### src/sv/skmc_table.sv
// skmc_table: one key/value table, a single-port-write, single-read memory
// with registered read data. Standalone, no package use.
`default_nettype none
module skmc_table #(
  parameter int DEPTH      = 32,
  parameter int ENTRY_BITS = 129
) (
  input  wire logic                                  clk,
  input  wire logic                                  wr_en,
  input  wire logic [(DEPTH > 1 ? $clog2(DEPTH) : 1)-1:0] wr_addr,
  input  wire logic [ENTRY_BITS-1:0]                 wr_data,
  input  wire logic [(DEPTH > 1 ? $clog2(DEPTH) : 1)-1:0] rd_addr,
  output      logic [ENTRY_BITS-1:0]                 rd_data
);

  logic [ENTRY_BITS-1:0] mem [DEPTH];

  always_ff @(posedge clk) begin
    if (wr_en) begin
      mem[wr_addr] <= wr_data;
    end
    rd_data <= mem[rd_addr];
  end

endmodule
`default_nettype wire

### config.mk
export PLATFORM = sky130hd
export DESIGN_NAME = skmc_table
export DESIGN_NICKNAME = d
export VERILOG_FILES = /design/src/sv/skmc_table.sv
export SDC_FILE = /design/constraint.sdc
export NUM_CORES = 2
export LEC_CHECK = 0
export BUFFER_PORTS_ARGS = -buffer_cell sky130_fd_sc_hd__buf_2
export CAP_MARGIN = 40
export CORE_MARGIN = 2
export CORE_UTILIZATION = 50
export CTS_CLUSTER_SIZE = 10
export DETAILED_ROUTE_END_ITERATION = 6
export PLACE_DENSITY_LB_ADDON = 0.1
export SLEW_MARGIN = 5
export SYNTH_ARGS = -nofsm -noshare
export SYNTH_HDL_FRONTEND = slang
export SYNTH_MEMORY_MAX_BITS = 65536
export SYNTH_SLANG_ARGS = --single-unit
### constraint.sdc
create_clock -name clk -period 24.5 [get_ports clk]
set_input_delay 4.9 -clock clk [delete_from_list [all_inputs] [get_ports clk]]
set_output_delay 4.9 -clock clk [all_outputs]
set_load 0.005 [all_outputs]
Word-level counts from Yosys, hierarchy flattened
Memories as Yosys holds them, arrays and structs flattened. A register that Yosys moved wholly into a read port is not among the register bits.
Cells that the tools add are included.
{"block": "word_totals", "ff_bits": 0, "output_inout_bits": 129, "mem_count": 1, "elab_cells": 3, "input_bits": 141, "mem_bits_rw": 4128}
{"memory": "mem", "words": 32, "word_bits": 129, "read_ports": 1, "rd_ports_with_merged_regs": 1, "write_ports": 1, "line": "16", "rtl": "logic [ENTRY_BITS-1:0] mem [DEPTH];"}
{"block": "op_classes", "n_mux": 2}
{"cell": "$mux W1", "n": 2}

Logic depth before layout (Yosys ltp)
{"block": "depth", "ltp_word": 2, "depth_mapped": 8, "mapped_depth_nobuf": 4}

Worst setup path after synthesis
No wires, ideal clock.
{"block": "synth_timing", "kind": "input port to flip-flop", "startpoint": "in wr_addr[1] (netlist bit)", "endpoint": "mem mem[12][0] (enable)", "arrival_ps": 10923, "cell_stages": 3, "required_ps": 23881, "slack_ps": 12958, "cell_sequence": "or3b_2 > clkbuf_1 > nor2_1"}
{"element": "from (decl)", "line": "10", "rtl": "input wire logic [(DEPTH > 1 ? $clog2(DEPTH) : 1)-1:0] wr_addr,"}
{"element": "to (decl)", "line": "16"}
No word-level cell before the write port.

==> reports/qor.csv <==
metric,value,unit
status,finished clean,
ff2ff_path_depth,3,
p_total,15160,µW
critical_path_class,in -> reg,
max_cap_violations,0,
antenna_found_initial,66,
worst_hold_path.num_cells,3,
grt-ovfl-total,0,
min_to,rd_data[4],
cp_slowest_cell,buf_4,
hold_buffers,0,
peakVddDrop,0.06407,mV
synthFlopType,edfxtp_1,
hold_start,mem[30][4],
grt_first_pass_wirelength,597200,µm
fp-row-count,206,
cpMostUsedCell,buf_4,
final_cell_mix,"edfxtp_1, mux4_2, clkbuf_16",
p_clk_share,41.9,%
seq_area_frac_synth,80.38,%
crit_path_start_kind,input port,
gp_congestion,0.7375,
leakagePower,0.05634,µW
yosysUniqueCellTypes,28,
ys_warn_count,0,
fp.coreArea,314200,µm²
finalCriticalPeriod,8.538,ns
syn_area_per_cell,23.87,µm²
dp.cells,10920,
dieHeight,565.1,µm
dr.pass1.iters,5,
cts_resized,0,
relSlewSlack,24.51,%
startpoint,rd_addr[0],
seqPwrFrac,53.7,%
cp.required,25.32,ns
worst_pin_slew,1.132,ns
cts.sinks,4257,
finClkSkew,0.02550,ns
cp_num_buf_inv,6,
synth_edf_count,4128,
worstPathCellList,buf_12 > buf_4 > buf_4 > buf_4 > buf_16 > buf_4 > mux4_2 > o22ai_1 > nor4_2,
fin_crit_sh,34.85,%
remaining_drc_errors,0,
pin_count,270,
p_switching,3166,µW
slew_violations,0,
syn_area,157400,µm²
globalRouteTotalUtil,26.84,%
grt_max_degree,132,
swShare,20.88,%
layout_commonest_cell,edfxtp_1,
initial_core_util,50.11,%
fill_cells,22680,
synth_cells,6594,
critPathMaxFanout,84,
num_vias,75590,
p_per_area,84.43,nW/µm²
r2r_slack,22.80,ns
fin_nets,7376,
root_buffer,clkbuf_16,
cpLargestDelayFamily,buffers and inverters,
via_per_inst,6.421,
dieArea,319400,µm²
cts_setup_buffers,0,
fin_cells,11770,
ys_async_sr_fraction,0,%
arrival,9.36,ns
slowest_delay,0.72,ns
cts.path.max_buffers,4,
layout-drive-gt1-share,27.76,%
htreeDepth,5,
r2r_start,mem[3][68],
ant_nets,0,
synthesis.nets,6735,
drtIter0Drc,9089,
pwr-share-comb,4.4,%
max_clock_freq,117.1,MHz
finalSetupViolations,0,
cts_buffers,470,
clock_latency,0.98,ns
syn_to_final_growth,14.09,%
io_buffers,269,
place.detailed.hpwl,212800,µm
wl_per_cell,36.38,µm
tns,0,ns
path_clk_slew,0.06,ns
internal_power,12000,µW
r2r_end,rd_data[68],
fin_hold_ws,0.6921,ns
die_w,565.1,µm
grt_pass1_vias,76510,
critPathCaptureType,flip-flop,
hold_viol,0,
routed_wl,428200,µm
hold_path_class,reg -> reg,
rsz0062_at_grt,no,
cts_tree,done,
synth-seq-cells,4257,
metal layers:
layer  vias up  routed length, µm  global-route usage, %  part of all wire, %
li1      29900                  -                      -                    -
met1     42080             175100                  37.90                   41
met2      2970             215800                  45.05                   50
met3       598              28070                  3.459                  6.6
met4        30               9005                  6.203                  2.1
met5         -                203                      0                0.047
per-stage QoR:
stage	instance area, µm²	util, %	worst slack [ns]
finish	179600	57.17	15.96
global route	179600	57.15	15.49
CTS	179600	57.15	15.83
detailed placement	166000	52.82	14.82
global placement	163800	52.12	14.55
floorplan	157400	-	12.96
cell usage after synthesis (all sizes together), types with 4 or more instances:
| library cell | number | area [µm²] |
|---|---|---|
| edfxtp | 4128 | 124000 |
| o22ai | 400 | 2502 |
| nand4 | 29 | 181.4 |
| or3b | 4 | 35.04 |
| nand3 | 61 | 305.3 |
| a22oi | 174 | 1306 |
| nor4 | 100 | 1226 |
| nand2 | 4 | 15.01 |
| nor2 | 36 | 135.1 |
| dfxtp | 129 | 2582 |
| nand3b | 6 | 45.04 |
| mux4 | 916 | 20630 |
| mux2i | 232 | 2322 |
| clkbuf | 116 | 435.4 |
| buf | 248 | 1677 |
area by class of cell:
type / instances / area (µm²) / area share (%)
Timing Repair Buffer: 533 / 5102 / 2.841
Tap cell: 4160 / 5205 / 2.898
Clock buffer: 800 / 13270 / 7.389
Multi-Input combinational cell: 1973 / 29120 / 16.21
Sequential cell: 4257 / 126500 / 70.45
Antenna cell: 25 / 62.56 / 0.03483
Clock inverter: 23 / 310.3 / 0.1728
registers in the layout, summed over array words and instances (netlist names):
name,cells
mem,4128
rd_data,129
worst max path at each step:
| stage | endpoint | slack [ns] | depth (start not counted) |
|---|---|---|---|
| 5_1_grt | rd_data[58] | 15.49 | 9 |
| 6_report | rd_data[58] | 15.96 | 9 |
| 2_1_floorplan | mem[12][0] | 12.96 | 3 |
| 3_3_place_gp | rd_data[80] | 14.55 | 8 |
| 3_5_place_dp | rd_data[58] | 14.82 | 9 |
| 4_1_cts | rd_data[58] | 15.83 | 9 |
power groups by stage:
| stage | Clock [µW] | Combinational (µW) | Sequential (µW) |
|---|---|---|---|
| global route | 6740 | 710 | 8150 |
| global placement | 0 | 645 | 8300 |
| CTS | 6450 | 676 | 8150 |
| detailed placement | 0 | 675 | 8300 |
| floorplan | 0 | 371 | 8290 |
| finish | 6350 | 666 | 8150 |
cell families (layout without fill, tap and decap cells):
| family | Yosys count | after routing | synth area share, % |
|---|---|---|---|
| DFF | 4257 | 4257 | 80.38 |
| other | 0 | 25 | 0 |
| buffers and inverters | 364 | 1356 | 1.342 |
| and+or+nand+nor | 251 | 251 | 1.280 |
| muxes | 1148 | 1148 | 14.58 |
| AOI/OAI and AO/OA | 574 | 574 | 2.419 |
tightest hold or removal path, stage by stage (launching register included):
cell and delay, ns:
edfxtp_1 0.31, mux4_2 0.23, a22oi_1 0.06, nand4_1 0.07
No activity file was read; power rests on OpenSTA's default activity.
